==> src/rtl/core/ball_intake_sorting_sequencer_top_assert.svh <==
// ----------------------------------------------------------------------------
// ball intake sorting sequencer assertion macros
// concurrent assertion wrappers for the rtl of the block, included by bis_seq
// ----------------------------------------------------------------------------
`ifndef BALL_INTAKE_SORTING_SEQUENCER_TOP_ASSERT_SVH
`define BALL_INTAKE_SORTING_SEQUENCER_TOP_ASSERT_SVH

// plain invariant, checked at every edge outside reset
`define BIS_ASSERT(lbl, clk, rst, prop, msg) \
  lbl: assert property (@(posedge clk) disable iff (rst) (prop)) else $error(msg);

// same-cycle implication
`define BIS_ASSERT_IMPL(lbl, clk, rst, ante, cons, msg) \
  lbl: assert property (@(posedge clk) disable iff (rst) (ante) |-> (cons)) else $error(msg);

// next-cycle implication
`define BIS_ASSERT_NEXT(lbl, clk, rst, ante, cons, msg) \
  lbl: assert property (@(posedge clk) disable iff (rst) (ante) |=> (cons)) else $error(msg);

`endif

==> src/rtl/core/bis_pkg.sv <==
// ----------------------------------------------------------------------------
// bis_pkg
// types, codes and constants of the ball intake sorting sequencer
// ----------------------------------------------------------------------------
`timescale 1ns / 1ps
`default_nettype none

package bis_pkg;

  // sequencer states
  typedef enum logic [2:0] {
    ST_IDLE   = 3'd0,
    ST_INTAKE = 3'd1,
    ST_UPTAKE = 3'd2,
    ST_EJECT  = 3'd3,
    ST_SHOOT  = 3'd4
  } seq_state_t;

  // robot mode codes
  localparam logic [1:0] MODE_DISABLED = 2'd0;
  localparam logic [1:0] MODE_AUTO     = 2'd1;
  localparam logic [1:0] MODE_TELEOP   = 2'd2;
  localparam logic [1:0] MODE_TEST     = 2'd3;

  // register indexes (byte address is 4 * index)
  localparam int unsigned CFG_ADDR_W = 5;
  localparam logic [2:0] REG_ALLIANCE_BLUE  = 3'd0;
  localparam logic [2:0] REG_INTAKE_HOLD    = 3'd1;
  localparam logic [2:0] REG_UPTAKE_TIMEOUT = 3'd2;
  localparam logic [2:0] REG_EJECT          = 3'd3;
  localparam logic [2:0] REG_SHOOT          = 3'd4;
  localparam logic [2:0] REG_SECOND_BALL    = 3'd5;

  // register reset values
  localparam logic       RST_ALLIANCE_BLUE  = 1'b0;
  localparam logic [7:0] RST_INTAKE_HOLD    = 8'd50;
  localparam logic [7:0] RST_UPTAKE_TIMEOUT = 8'd80;
  localparam logic [7:0] RST_EJECT          = 8'd30;
  localparam logic [7:0] RST_SHOOT          = 8'd90;
  localparam logic [7:0] RST_SECOND_BALL    = 8'd10;

  // drive commands
  localparam logic signed [7:0]  PCT_FULL        = 8'sd100;
  localparam logic signed [7:0]  PCT_FULL_REV    = -8'sd100;
  localparam logic signed [7:0]  PCT_OFF         = 8'sd0;
  localparam logic signed [11:0] UPTAKE_FULL     = 12'sd100;
  localparam logic signed [11:0] UPTAKE_OUTTAKE  = -12'sd60;
  localparam logic signed [11:0] UPTAKE_FEED_VEL = 12'sd1520;
  localparam logic signed [11:0] UPTAKE_OFF      = 12'sd0;

  localparam int unsigned IN_TDATA_W  = 16;
  localparam int unsigned OUT_TDATA_W = 40;

  // configuration registers
  typedef struct packed {
    logic       alliance_blue;
    logic [7:0] intake_hold_ticks;
    logic [7:0] uptake_timeout_ticks;
    logic [7:0] eject_ticks;
    logic [7:0] shoot_ticks;
    logic [7:0] second_ball_ticks;
  } cfg_t;

  // input item, first field in the highest bits
  typedef struct packed {
    logic       uptake_sensor;
    logic       blue_seen;
    logic       red_seen;
    logic       climber_retract;
    logic       shoot_request;
    logic       hooks_request;
    logic       outtake_front;
    logic       outtake_rear;
    logic       manual_override;
    logic       retract_request;
    logic       intake_request;
    logic [1:0] robot_mode;
  } in_item_t;

  // result item, first field in the highest bits
  typedef struct packed {
    logic               holding_second_ball;
    logic               holding_ball;
    logic               ready_to_shoot;
    logic               upper_stop;
    logic               lower_stop;
    logic               intake_valve;
    logic signed [11:0] uptake_drive;
    logic               uptake_velocity_mode;
    logic signed [7:0]  belt_drive;
    logic signed [7:0]  roller_drive;
    logic [2:0]         machine_state;
  } out_item_t;

  // tick counter that sticks at full scale
  function automatic logic [7:0] sat_inc(input logic [7:0] v);
    return (v == 8'hFF) ? v : v + 8'd1;
  endfunction

endpackage

`default_nettype wire

==> src/rtl/core/bis_cfg.sv <==
// ----------------------------------------------------------------------------
// bis_cfg
// apb register file holding the sequencer timing and alliance settings
// ----------------------------------------------------------------------------
`timescale 1ns / 1ps
`default_nettype none

module bis_cfg (
  input  wire logic                           clk,
  input  wire logic                           rst,
  input  wire logic                           psel,
  input  wire logic                           penable,
  input  wire logic                           pwrite,
  input  wire logic [bis_pkg::CFG_ADDR_W-1:0] paddr,
  input  wire logic [31:0]                    pwdata,
  output logic      [31:0]                    prdata,
  output logic                                pready,
  output bis_pkg::cfg_t                       cfg
);
  import bis_pkg::*;

  logic       wr_en;
  logic [2:0] reg_idx;

  assign pready  = 1'b1;
  assign wr_en   = psel & penable & pwrite;
  assign reg_idx = paddr[4:2];

  // register writes, out-of-range indexes dropped
  always_ff @(posedge clk) begin
    if (rst) begin
      cfg.alliance_blue        <= RST_ALLIANCE_BLUE;
      cfg.intake_hold_ticks    <= RST_INTAKE_HOLD;
      cfg.uptake_timeout_ticks <= RST_UPTAKE_TIMEOUT;
      cfg.eject_ticks          <= RST_EJECT;
      cfg.shoot_ticks          <= RST_SHOOT;
      cfg.second_ball_ticks    <= RST_SECOND_BALL;
    end else if (wr_en) begin
      unique case (reg_idx)
        REG_ALLIANCE_BLUE:  cfg.alliance_blue        <= pwdata[0];
        REG_INTAKE_HOLD:    cfg.intake_hold_ticks    <= pwdata[7:0];
        REG_UPTAKE_TIMEOUT: cfg.uptake_timeout_ticks <= pwdata[7:0];
        REG_EJECT:          cfg.eject_ticks          <= pwdata[7:0];
        REG_SHOOT:          cfg.shoot_ticks          <= pwdata[7:0];
        REG_SECOND_BALL:    cfg.second_ball_ticks    <= pwdata[7:0];
        default: ;
      endcase
    end
  end

  // read mux
  always_comb begin
    unique case (reg_idx)
      REG_ALLIANCE_BLUE:  prdata = {31'd0, cfg.alliance_blue};
      REG_INTAKE_HOLD:    prdata = {24'd0, cfg.intake_hold_ticks};
      REG_UPTAKE_TIMEOUT: prdata = {24'd0, cfg.uptake_timeout_ticks};
      REG_EJECT:          prdata = {24'd0, cfg.eject_ticks};
      REG_SHOOT:          prdata = {24'd0, cfg.shoot_ticks};
      REG_SECOND_BALL:    prdata = {24'd0, cfg.second_ball_ticks};
      default:            prdata = 32'd0;
    endcase
  end

endmodule

`default_nettype wire

==> src/rtl/core/bis_seq.sv <==
// ----------------------------------------------------------------------------
// bis_seq
// conveyor sequencer state, tick counters and held drive commands;
// one tick is evaluated per accepted beat
// ----------------------------------------------------------------------------
`timescale 1ns / 1ps
`default_nettype none

module bis_seq (
  input  wire logic              clk,
  input  wire logic              rst,
  input  wire logic              accept,
  input  wire bis_pkg::in_item_t item,
  input  wire bis_pkg::cfg_t     cfg,
  output bis_pkg::out_item_t     result
);
  import bis_pkg::*;

  `include "ball_intake_sorting_sequencer_top_assert.svh"

  // commands that hold their value between ticks
  typedef struct packed {
    logic signed [7:0]  roller;
    logic signed [7:0]  belt;
    logic               uptake_velocity_mode;
    logic signed [11:0] uptake;
    logic               valve;
  } held_t;

  seq_state_t cur_state, cur_state_next;
  seq_state_t pend_state, pend_state_next;
  logic [7:0] state_age, state_age_next;
  logic [7:0] roller_idle_age, roller_idle_age_next;
  logic [7:0] uptake_age, uptake_age_next;
  logic [7:0] second_ball_age, second_ball_age_next;
  logic       second_seen_before, second_seen_before_next;
  logic       ball_held, ball_held_next;
  logic       second_ball_held, second_ball_held_next;
  logic       hooks_latched, hooks_latched_next;
  logic [1:0] prev_mode, prev_mode_next;
  logic       feed_enable, feed_enable_next;
  held_t      held, held_next;

  logic own_ball;
  logic other_ball;
  logic outtake;
  logic ready;

  // one tick of the sequencer
  always_comb begin
    own_ball   = cfg.alliance_blue ? item.blue_seen : item.red_seen;
    other_ball = cfg.alliance_blue ? item.red_seen : item.blue_seen;
    outtake    = item.outtake_rear | item.outtake_front;

    roller_idle_age_next    = item.intake_request ? 8'd0 : sat_inc(roller_idle_age);
    hooks_latched_next      = hooks_latched | item.hooks_request;
    state_age_next          = sat_inc(state_age);
    uptake_age_next         = sat_inc(uptake_age);
    second_ball_age_next    = sat_inc(second_ball_age);
    ball_held_next          = ball_held;
    second_ball_held_next   = second_ball_held;
    second_seen_before_next = second_seen_before;
    pend_state_next         = pend_state;
    cur_state_next          = cur_state;
    feed_enable_next        = feed_enable;
    held_next               = held;

    // mode edges out of disabled
    if (item.robot_mode == MODE_AUTO && prev_mode == MODE_DISABLED) begin
      ball_held_next        = 1'b0;
      second_ball_held_next = 1'b0;
      pend_state_next       = ST_IDLE;
    end
    if (item.robot_mode == MODE_TELEOP && prev_mode == MODE_DISABLED) begin
      pend_state_next = ST_IDLE;
    end
    prev_mode_next = item.robot_mode;

    ready = ball_held_next;

    // intake valve; manual intake with retract and no climb request holds it
    if (outtake) begin
      held_next.valve = 1'b1;
    end else if (item.retract_request && !item.manual_override) begin
      held_next.valve = 1'b1;
    end else if (item.retract_request && !hooks_latched_next && !item.climber_retract) begin
      held_next.valve = held.valve;
    end else begin
      held_next.valve = 1'b0;
    end

    if (outtake) begin
      // manual outtake overrides the sequencer, rear wins
      ball_held_next                 = 1'b0;
      cur_state_next                 = ST_IDLE;
      pend_state_next                = ST_IDLE;
      held_next.belt                 = item.outtake_rear ? PCT_FULL : PCT_FULL_REV;
      held_next.roller               = PCT_FULL_REV;
      held_next.uptake_velocity_mode = 1'b0;
      held_next.uptake               = UPTAKE_OUTTAKE;
    end else begin
      if (item.shoot_request) begin
        pend_state_next = ST_SHOOT;
      end
      if (cur_state != pend_state_next) begin
        state_age_next = 8'd0;
      end
      cur_state_next = pend_state_next;

      unique case (cur_state_next)
        ST_IDLE: begin
          held_next.belt   = PCT_OFF;
          held_next.roller = PCT_OFF;
          feed_enable_next = 1'b0;
          pend_state_next  = item.intake_request ? ST_INTAKE : ST_IDLE;
        end
        ST_INTAKE: begin
          held_next.roller = item.intake_request ? PCT_FULL : PCT_OFF;
          held_next.belt   = second_ball_held_next ? PCT_OFF : PCT_FULL;
          feed_enable_next = 1'b0;
          if (!ball_held_next && own_ball) begin
            pend_state_next = ST_UPTAKE;
          end else if (other_ball) begin
            pend_state_next = ST_EJECT;
          end else if (item.intake_request ||
                       roller_idle_age_next < cfg.intake_hold_ticks) begin
            pend_state_next = ST_INTAKE;
          end else begin
            pend_state_next = ST_IDLE;
          end
        end
        ST_UPTAKE: begin
          held_next.uptake_velocity_mode = 1'b0;
          held_next.uptake               = UPTAKE_FULL;
          held_next.belt                 = PCT_FULL;
          held_next.roller               = item.intake_request ? PCT_FULL : PCT_OFF;
          // timer restarts only when a new ball comes in
          if (!ball_held_next) begin
            uptake_age_next = 8'd0;
            ball_held_next  = 1'b1;
          end
          pend_state_next = (uptake_age_next > cfg.uptake_timeout_ticks ||
                             item.uptake_sensor) ? ST_INTAKE : ST_UPTAKE;
        end
        ST_EJECT: begin
          held_next.roller = item.intake_request ? PCT_FULL : PCT_OFF;
          feed_enable_next = 1'b0;
          pend_state_next  = (state_age_next > cfg.eject_ticks) ? ST_INTAKE : ST_EJECT;
        end
        default: begin
          feed_enable_next = 1'b1;
          held_next.roller = PCT_OFF;
          if (state_age_next > cfg.shoot_ticks) begin
            pend_state_next = ST_IDLE;
          end
          ball_held_next = 1'b0;
        end
      endcase

      // uptake runs in velocity mode outside the uptake state
      if (cur_state_next != ST_UPTAKE) begin
        held_next.uptake_velocity_mode = 1'b1;
        held_next.uptake               = feed_enable_next ? UPTAKE_FEED_VEL : UPTAKE_OFF;
      end

      // second ball debounce
      if (cur_state_next != ST_UPTAKE && ball_held_next && own_ball) begin
        if (!second_seen_before) begin
          second_ball_age_next = 8'd0;
        end
        second_seen_before_next = 1'b1;
      end else begin
        second_seen_before_next = 1'b0;
      end
      second_ball_held_next = second_seen_before_next &&
                              (second_ball_age_next > cfg.second_ball_ticks);
    end

    // result beat
    result.machine_state        = cur_state_next;
    result.roller_drive         = held_next.roller;
    result.belt_drive           = held_next.belt;
    result.uptake_velocity_mode = held_next.uptake_velocity_mode;
    result.uptake_drive         = held_next.uptake;
    result.intake_valve         = held_next.valve;
    result.lower_stop           = (cur_state_next == ST_EJECT) || item.outtake_rear;
    result.upper_stop           = second_ball_held_next || (cur_state_next == ST_SHOOT) ||
                                  outtake;
    result.ready_to_shoot       = ready;
    result.holding_ball         = ball_held_next;
    result.holding_second_ball  = second_ball_held_next;
  end

  // state registers advance once per accepted beat
  always_ff @(posedge clk) begin
    if (rst) begin
      cur_state          <= ST_IDLE;
      pend_state         <= ST_IDLE;
      state_age          <= 8'd0;
      roller_idle_age    <= 8'hFF;
      uptake_age         <= 8'd0;
      second_ball_age    <= 8'd0;
      second_seen_before <= 1'b0;
      ball_held          <= 1'b0;
      second_ball_held   <= 1'b0;
      hooks_latched      <= 1'b0;
      prev_mode          <= MODE_DISABLED;
      feed_enable        <= 1'b0;
      held               <= '0;
    end else if (accept) begin
      cur_state          <= cur_state_next;
      pend_state         <= pend_state_next;
      state_age          <= state_age_next;
      roller_idle_age    <= roller_idle_age_next;
      uptake_age         <= uptake_age_next;
      second_ball_age    <= second_ball_age_next;
      second_seen_before <= second_seen_before_next;
      ball_held          <= ball_held_next;
      second_ball_held   <= second_ball_held_next;
      hooks_latched      <= hooks_latched_next;
      prev_mode          <= prev_mode_next;
      feed_enable        <= feed_enable_next;
      held               <= held_next;
    end
  end

  // checks
  `BIS_ASSERT_NEXT(a_outtake_clears, clk, rst, accept && (item.outtake_rear || item.outtake_front), !ball_held && cur_state == ST_IDLE, "outtake did not clear the held ball and state")
  `BIS_ASSERT_NEXT(a_idle_holds, clk, rst, !accept, $stable(cur_state) && $stable(ball_held) && $stable(held), "sequencer state moved without a beat")
  `BIS_ASSERT(a_second_needs_seen, clk, rst, !second_ball_held || second_seen_before, "second ball flagged without being seen")
  `BIS_ASSERT_IMPL(a_uptake_percent, clk, rst, cur_state == ST_UPTAKE, !held.uptake_velocity_mode, "uptake state left the uptake drive in velocity mode")

endmodule

`default_nettype wire

==> src/rtl/core/bis_skid.sv <==
// ----------------------------------------------------------------------------
// bis_skid
// two-entry output buffer: result register plus skid register, so the
// input side can take a beat while a result waits downstream
// ----------------------------------------------------------------------------
`timescale 1ns / 1ps
`default_nettype none

module bis_skid (
  input  wire logic               clk,
  input  wire logic               rst,
  input  wire logic               in_valid,
  output logic                    in_ready,
  input  wire bis_pkg::out_item_t in_data,
  output logic                    out_valid,
  input  wire logic               out_ready,
  output bis_pkg::out_item_t      out_data
);
  import bis_pkg::*;

  logic      skid_valid;
  out_item_t skid_data;
  logic      in_fire;
  logic      out_free;

  assign in_ready = !skid_valid;
  assign in_fire  = in_valid & in_ready;
  assign out_free = out_ready | !out_valid;

  // occupancy
  always_ff @(posedge clk) begin
    if (rst) begin
      out_valid  <= 1'b0;
      skid_valid <= 1'b0;
    end else if (out_free) begin
      if (skid_valid) begin
        out_valid  <= 1'b1;
        skid_valid <= 1'b0;
      end else begin
        out_valid <= in_fire;
      end
    end else if (in_fire) begin
      skid_valid <= 1'b1;
    end
  end

  // payload
  always_ff @(posedge clk) begin
    if (out_free) begin
      out_data <= skid_valid ? skid_data : in_data;
    end else if (in_fire) begin
      skid_data <= in_data;
    end
  end

endmodule

`default_nettype wire

==> src/rtl/core/ball_intake_sorting_sequencer_top.sv <==
// ----------------------------------------------------------------------------
// ball_intake_sorting_sequencer_top
// conveyor sequencer for a ball intake: one control tick per input beat,
// one command beat per tick
//
//   channel   dir  width  content
//   s_axis    in   16     one control tick (mode, operator and sensor bits)
//   m_axis    out  40     drive, valve and status commands for the tick
//   apb       in   32     six setting registers at byte address 4 * index
//
// one beat per cycle sustained while m_axis is ready; a tick is evaluated in
// the cycle it is accepted and registered in the output or skid register.
// the output register and a skid register decouple the two sides, so
// input beats stop only when both hold a result that is not taken.
// rst is synchronous; it clears the sequencer and restores register defaults.
// ----------------------------------------------------------------------------
`timescale 1ns / 1ps
`default_nettype none

module ball_intake_sorting_sequencer_top (
  input  wire logic                                clk,
  input  wire logic                                rst,
  // robot_mode[1:0], intake_request, retract_request, manual_override,
  // outtake_rear, outtake_front, hooks_request, shoot_request,
  // climber_retract, red_seen, blue_seen, uptake_sensor, zero fill
  input  wire logic                                s_axis_tvalid,
  output logic                                     s_axis_tready,
  input  wire logic [bis_pkg::IN_TDATA_W-1:0]      s_axis_tdata,
  // machine_state[2:0], roller_drive[7:0], belt_drive[7:0],
  // uptake_velocity_mode, uptake_drive[11:0], intake_valve, lower_stop,
  // upper_stop, ready_to_shoot, holding_ball, holding_second_ball, zero fill
  output logic                                     m_axis_tvalid,
  input  wire logic                                m_axis_tready,
  output logic      [bis_pkg::OUT_TDATA_W-1:0]     m_axis_tdata,
  input  wire logic                                psel,
  input  wire logic                                penable,
  input  wire logic                                pwrite,
  input  wire logic [bis_pkg::CFG_ADDR_W-1:0]      paddr,
  input  wire logic [31:0]                         pwdata,
  output logic      [31:0]                         prdata,
  output logic                                     pready
);
  import bis_pkg::*;

  cfg_t      cfg;
  in_item_t  in_item;
  out_item_t tick_result;
  out_item_t out_item;
  logic      accept;

  assign in_item = s_axis_tdata[$bits(in_item_t)-1:0];
  assign accept  = s_axis_tvalid & s_axis_tready;

  // setting registers
  bis_cfg u_cfg (
    .clk     (clk),
    .rst     (rst),
    .psel    (psel),
    .penable (penable),
    .pwrite  (pwrite),
    .paddr   (paddr),
    .pwdata  (pwdata),
    .prdata  (prdata),
    .pready  (pready),
    .cfg     (cfg)
  );

  // tick evaluation and sequencer state
  bis_seq u_seq (
    .clk    (clk),
    .rst    (rst),
    .accept (accept),
    .item   (in_item),
    .cfg    (cfg),
    .result (tick_result)
  );

  // output register with skid
  bis_skid u_skid (
    .clk       (clk),
    .rst       (rst),
    .in_valid  (s_axis_tvalid),
    .in_ready  (s_axis_tready),
    .in_data   (tick_result),
    .out_valid (m_axis_tvalid),
    .out_ready (m_axis_tready),
    .out_data  (out_item)
  );

  assign m_axis_tdata = {{(OUT_TDATA_W - $bits(out_item_t)){1'b0}}, out_item};

endmodule

`default_nettype wire
==> config.mk <==
export PLATFORM = sky130hd
export DESIGN_NAME = ball_intake_sorting_sequencer_top
export DESIGN_NICKNAME = d
export VERILOG_FILES = /design/src/rtl/core/bis_pkg.sv /design/src/rtl/core/bis_cfg.sv /design/src/rtl/core/bis_seq.sv /design/src/rtl/core/bis_skid.sv /design/src/rtl/core/ball_intake_sorting_sequencer_top.sv
export VERILOG_INCLUDE_DIRS = /design/src /design/src/rtl/core
export SDC_FILE = /design/constraint.sdc
export NUM_CORES = 1
export LEC_CHECK = 0
export BUFFER_PORTS_ARGS = -buffer_cell sky130_fd_sc_hd__buf_2
export CORE_ASPECT_RATIO = 1.4
export CORE_MARGIN = 2
export CORE_UTILIZATION = 57
export CTS_CLUSTER_SIZE = 25
export DETAILED_ROUTE_END_ITERATION = 10
export PLACE_DENSITY = 0.81
export SKIP_LAST_GASP = 1
export SLEW_MARGIN = 5
export SYNTH_ARGS = -nofsm -noshare
export SYNTH_HDL_FRONTEND = slang
export SYNTH_SLANG_ARGS = --single-unit
==> constraint.sdc <==
create_clock -name clk -period 4.42 [get_ports clk]
set_clock_uncertainty 0.05 [all_clocks]
set_input_delay 0.442 -clock clk [delete_from_list [all_inputs] [get_ports clk]]
set_output_delay 0.442 -clock clk [all_outputs]
set_load 0.05 [all_outputs]
# Word-level counts from Yosys, hierarchy flattened
# Index checks and enable logic that the tools add are counted.
[classes]
addsub = 4
order_cmp = 5
n_eq_ne = 18
n_mux = 58
bitwise = 8
n_reduce_logical = 34
[op_table]
columns = ["op", "count"]
rows = [
  ["two-way mux 8 bit", 19],
  ["one-hot mux 8 bit (6 select lines)", 1],
  ["two-way mux 38 bit", 1],
  ["adder 8 x 1 -> 8 bit, second input constant", 4],
  ["equality test 8 bit, second input constant", 4],
  ["> comparator 8 bit", 4],
  ["two-way mux 29 bit", 1],
  ["two-way mux 13 bit", 2],
  ["two-way mux 3 bit", 8],
  ["one-hot mux 8 bit (3 select lines)", 1],
  ["two-way mux 1 bit", 16],
  ["AND reduction 2 bit", 8],
  ["equality test 3 x 2 -> 1 bit, second input constant", 5],
  ["two-way mux 7 bit", 2],
  ["one-hot mux 3 bit (4 select lines)", 1],
  ["two-way mux 11 bit", 1],
  ["equality test 3 bit, second input constant", 3],
  ["logical AND 1 bit", 9],
  ["< comparator 8 bit", 1],
  ["equality test 3 x 1 -> 1 bit, second input constant", 2],
  ["zero test 1 bit", 6],
  ["zero test 3 bit", 2],
  ["two-way mux 2 bit", 3],
  ["OR reduction 3 bit", 2],
  ["other kinds (11)", 21],
]
[totals]
ff_bits = 186
out_inout_bits = 75
elab_cells = 173

# Logic depth before layout (Yosys ltp)
[depth]
ltp_word = 20
ltp_mapped = 14
ltp_nobuf = 14

# Modules after synthesis
# From an unflattened synthesis, not the netlist that was laid out.
[hier_totals]
hier_cells = 1009
area_unflattened_um2 = 9888.2
[by_module_without_submodules]
columns = ["mod", "instances", "cells_each", "area_each_um2"]
rows = [
  ["bis_seq", 1, 618, 4589.4],
  ["bis_skid", 1, 127, 3006.6],
  ["bis_cfg", 1, 260, 2267.2],
  ["ball_intake_sorting_sequencer_top", 1, 4, 25.0],
]

# Worst setup path after synthesis
# No wires, ideal clock.
[synth_path]
path_type = "register -> register"
from = "register u_skid.out_valid"
to = "register u_skid.skid_data[0] (netlist bit), enable pin"
setup_time_ns = 0.423
arrival_ns = 3.058
required_ns = 3.947
path_slack_ns = 0.889
stages_incl_launch_ff = 3
n_path_buf = 0
synth_period_minus_slack_ns = 3.531
cell_sequence = "dfxtp_1 nand2b_1 nor2_1"
[synth_via]
elab_chain_cells = 4
[synth_lines]
columns = ["item", "line", "source"]
rows = [
  ["from (decl)", "bis_skid.sv:15", "output logic out_valid,"],
  ["from (signal assigned)", "bis_skid.sv:40", "out_valid <= in_fire;"],
  ["zero test 1 bit", "bis_skid.sv:28", "assign out_free = out_ready | !out_valid;"],
  ["OR 1 bit", "bis_skid.sv:28", ""],
  ["via u_skid.out_free", "bis_skid.sv:24", "logic out_free;"],
  ["inverter 1 bit (no line)", "-", ""],
  ["AND reduction 2 bit (no line)", "-", ""],
  ["to (signal assigned)", "bis_skid.sv:52", "skid_data <= in_data;"],
  ["to (decl)", "bis_skid.sv:22", "out_item_t skid_data;"],
]
# The timed path passes the listed nets, and every way through them passes these cells.
# A chain may end at the register's enable or synchronous reset.

==> Flow_metrics.wiki <==
{| class="wikitable"
! Metric !! Value
|-
| Total die area || ~17000 um^2
|-
| Clock-pin slew on the worst setup and hold paths || 0.07 ns
|-
| CP Max Fanout || 9
|-
| Root buf cell || sky130_fd_sc_hd__clkbuf_16
|-
| Kind of cell with the highest combined delay on the critical path || compound AO/OA/AOI/OAI gates
|-
| Post-Synthesis Cell Area || roughly 8900 um^2
|-
| Number of instances resized during post-cts repair || 0
|-
| Startpoint-to-endpoint class of the critical path || register to register
|-
| Number of hold-slack violations in the final timing report || 0
|-
| Transition at the pin with the smallest max-transition slack || roughly 1.0 ns
|-
| Final Instance Area || about 9800 um^2
|-
| CP Capture Type || register
|-
| Antenna violations before repair || 0
|-
| Maximum clock insertion buffer count || 2
|-
| Number of nets still failing antenna checks after routing || 0
|-
| Status || completed
|-
| Part of the Yosys area used for sequential elements || 44.0%
|-
| Leading cell types by count after synthesis || 102 x sky130_fd_sc_hd__nor2_1, 96 x sky130_fd_sc_hd__dfxtp_1, 90 x sky130_fd_sc_hd__nand2_1, 70 x sky130_fd_sc_hd__a21oi_1, 66 x sky130_fd_sc_hd__edfxtp_1
|-
| Period utilization || 85.5%
|-
| Setup repair after global routing missed its margin || false
|-
| GR Overflow Total || 0
|-
| Starting density of the core || 58.6%
|-
| Number of diodes || 0
|-
| Mean post-synth cell area || 9.02 um^2
|-
| Worst path buffer plus inverter count || 0
|-
| Vias || 7365
|-
| Share of Yosys cell area claimed by the top area cell type || 22.4%
|-
| Overall power consumption || 0.00358 W
|-
| Power per cell area || 364 nW/um^2
|-
| Worst setup SP type || register
|-
| Sequential share of power || 45.8%
|-
| Post-detailed-route via-to-cell ratio || approximately 6
|-
| Worst path arrival time || 3.91 ns
|-
| Number of synthesized register bits || 162
|-
| Async set-reset flop share out of synthesis || 0%
|-
| Final setup violation count || 0
|-
| Count of hold buffers inserted by post-cts repair || 0
|-
| Cell count after synthesis || 983
|-
| Total iterations of the first detailed-routing run || 5
|-
| Part of the power in combinational logic || 13.5%
|-
| Last weighted congestion value of the routability-driven placer || 0.971
|-
| Number of fill cells in the layout || 1218
|-
| Number of enable-type register cells in the synthesized netlist || 66
|-
| Setup slack of the most critical reg-to-reg path || 0.64 ns
|-
| Fmax || 265 MHz
|-
| Width of the chip || 109 um
|-
| Standard-cell row count || 53
|-
| TNS Setup || 0 ns
|-
| Iteration-0 DRC count of the detailed router || 600
|-
| Die extent in y || 152 um
|-
| Class of the tightest hold or removal check || input pin to register
|-
| Final critical delay including setup and external delays || 3.78 ns
|-
| Net switching share of the total power || 30.5%
|-
| Cell-internal power || 0.00249 W
|-
| Critical path's slowest cell || sky130_fd_sc_hd__a2111oi_4
|-
| Largest cells by area after synthesis || sky130_fd_sc_hd__edfxtp_1 22%, sky130_fd_sc_hd__dfxtp_1 22%, sky130_fd_sc_hd__ha_1 6.1%, sky130_fd_sc_hd__mux2i_1 4.9%, sky130_fd_sc_hd__nor2_1 4.3%
|-
| TritonCTS clock tree || yes
|-
| Number of buffers inserted by port buffering || 76
|-
| Count of maximum capacitance violations || 0
|-
| Most area-hungry cell type in the Yosys netlist || sky130_fd_sc_hd__edfxtp_1
|-
| Number of H-tree levels || 4
|-
| Post-layout net count || 1138
|-
| Flip-flop cell with the highest count after synthesis || sky130_fd_sc_hd__dfxtp_1
|-
| Instance area after placement || approximately 9200 um^2
|-
| Core region area || 15100 um^2
|-
| Number of remaining DRC errors || 0
|-
| Sum of routed wire length over all layers || 21.6 mm
|-
| Most frequent CP cell || sky130_fd_sc_hd__nor2_1
|-
| Wirelength per Cell || 17.4 um
|-
| Worst slew slack as a fraction of its limit || 31.4%
|-
| Warnings, synthesis || 0
|-
| Via count of the first global-routing pass || between 7000 and 8000
|-
| Hpwl dp || 15.3 mm
|-
| Worst EP required || around 4.6 ns
|-
| Worst-case setup margin in the final layout || 0.643 ns
|-
| Worst voltage drop across the vdd grid || 0.232 mV
|-
| Critical Path, Cell by Cell || nor2_1 -> a21oi_2 -> a2111oi_4 -> nor2b_1 -> nor2_1 -> ha_1 -> a21o_1 -> a21oi_1 -> o211ai_1 -> nand3_2 -> o21ai_0 -> mux2_2
|-
| Wire length of the first global-routing pass || 34.4 mm
|-
| Share of layout cells above drive strength 1 || 14.3%
|-
| Leakage power || 4.00 nW
|-
| Number of top-level pins || 135
|-
| Net switching power figure || about 0.0011 W
|-
| Number of clock sinks seen by CTS || 162
|-
| Final Max Tran Viols || 0
|-
| Area Growth Syn to Fin || 10.9%
|-
| Unique cell type count in the Yosys netlist || 64
|-
| Clock network fraction of total power || 40.7%
|-
| Number of buffers created by CTS || 17
|-
| Maximum number of pins on one net before global-route repair || 63
|-
| Longest individual stage delay on the worst path || between 0.6 and 0.7 ns
|-
| Worst-Skew Late Latency || 0.43 ns
|-
| Total global routing track utilization || approximately 27%
|-
| Pre-CTS setup slack || ~0.51 ns
|-
| Most instantiated library cell after synthesis || sky130_fd_sc_hd__nor2_1
|-
| Post-CTS setup buffer count || 0
|}
==> state kept, by name, summed over array words and instances, names as in the netlist, 2 cells and up <==
register,count
u_seq.held,9
u_skid.skid_data,33
u_seq.prev_mode,2
u_seq.state_age,8
u_seq.cur_state,3
u_seq.pend_state,3
u_seq.roller_idle_age,8
u_seq.second_ball_age,8
u_seq.uptake_age,8
u_cfg.cfg,41
u_skid.out_data,33
==> layout by cell type, fill, tap and decap left out, drive strengths merged, types with 3 or more instances in the layout <==
cell type	count
nand3	27
o22ai	8
inv	70
mux2i	43
edfxtp	66
o31ai	9
mux2	16
o21ai	49
a31oi	8
a22oi	9
nor2	102
xor2	11
and2	12
dfxtp	96
nand3b	4
a21oi	72
clkbuf	17
nor3	27
or2	6
clkinv	6
a211oi	8
and3	10
nand2b	12
ha	43
conb	32
nor2b	15
nand4b	3
or3	6
a21o	9
xnor2	10
buf	86
o211ai	21
a2111oi	3
nand2	90
nand4	13
==> worst paths after layout <==
path,end,start,depth (start not counted)
max,u_skid.out_data[37]$_DFFE_PP_,u_seq.prev_mode[1]$_SDFFE_PP0P_,12
min,u_seq.hooks_latched$_SDFFE_PP0P_,s_axis_tdata[7],3
max reg2reg,u_skid.out_data[37]$_DFFE_PP_,u_seq.prev_mode[1]$_SDFFE_PP0P_,12
min reg2reg,u_seq.held[17]$_SDFFE_PP0P_,u_seq.held[17]$_SDFFE_PP0P_,2
==> worst reg2reg max path: cells and delay by family, from the launching register on <==
kind	cells	cell delay, ns
fa+ha+maj	1	0.31
flops	1	0.34
mux	1	0.30
simple gates	4	1.03
compound gates	6	1.48
==> routing by layer <==
metal / track usage [%] / routed length [um] / up-vias
li1: - / - / 3537
met1: 31.2 / 8310 / 3446
met2: 46.4 / 11000 / 317
met3: 4.19 / 1270 / 65
met4: 14.9 / 1030 / 0
met5: 0 / 0 / -
==> layout make-up <==
class / count / area [um^2] / area share [%]
inverters: 61 / 229 / 2.33
clock buffers: 17 / 425 / 4.33
well taps: 192 / 240 / 2.44
clock inverters: 15 / 156 / 1.59
flip-flops and latches: 162 / 3900 / 39.7
repair buffers: 86 / 455 / 4.63
multi-input cells: 707 / 4420 / 44.9
==> metrics by stage <==
step / hold slack (ns) / util, % / instances
finish: 0.199 / 65.0 / 1240
global route: 0.233 / 65.0 / 1240
CTS: 0.203 / 65.0 / 1240
detailed placement: 0.392 / 61.1 / 1208
global placement: 0.384 / 61.1 / 1208
floorplan: 0.371 / - / 1013
==> kinds of logic after synthesis <==
kind of cell / share of synthesized area [%]
AO/OA/AOI/OAI: 15.7
flip-flops: 44.0
multiplexers: 6.89
AND/OR/NAND/NOR: 17.6
other: 0.0847
buffers and inverters: 7.48
adder cells (fa/ha/maj): 6.07
XOR/XNOR: 2.16
==> power groups by stage <==
stage / registers (W) / logic [W] / clock network, W
3_5_place_dp: 0.00167 / 0.000476 / 0
5_1_grt: 0.00164 / 0.000521 / 0.00152
6_report: 0.00164 / 0.000484 / 0.00146
3_3_place_gp: 0.00167 / 0.000465 / 0
2_1_floorplan: 0.00174 / 0.000312 / 0
4_1_cts: 0.00164 / 0.000480 / 0.00146
Note: power is estimated with default switching activity, not from simulation.
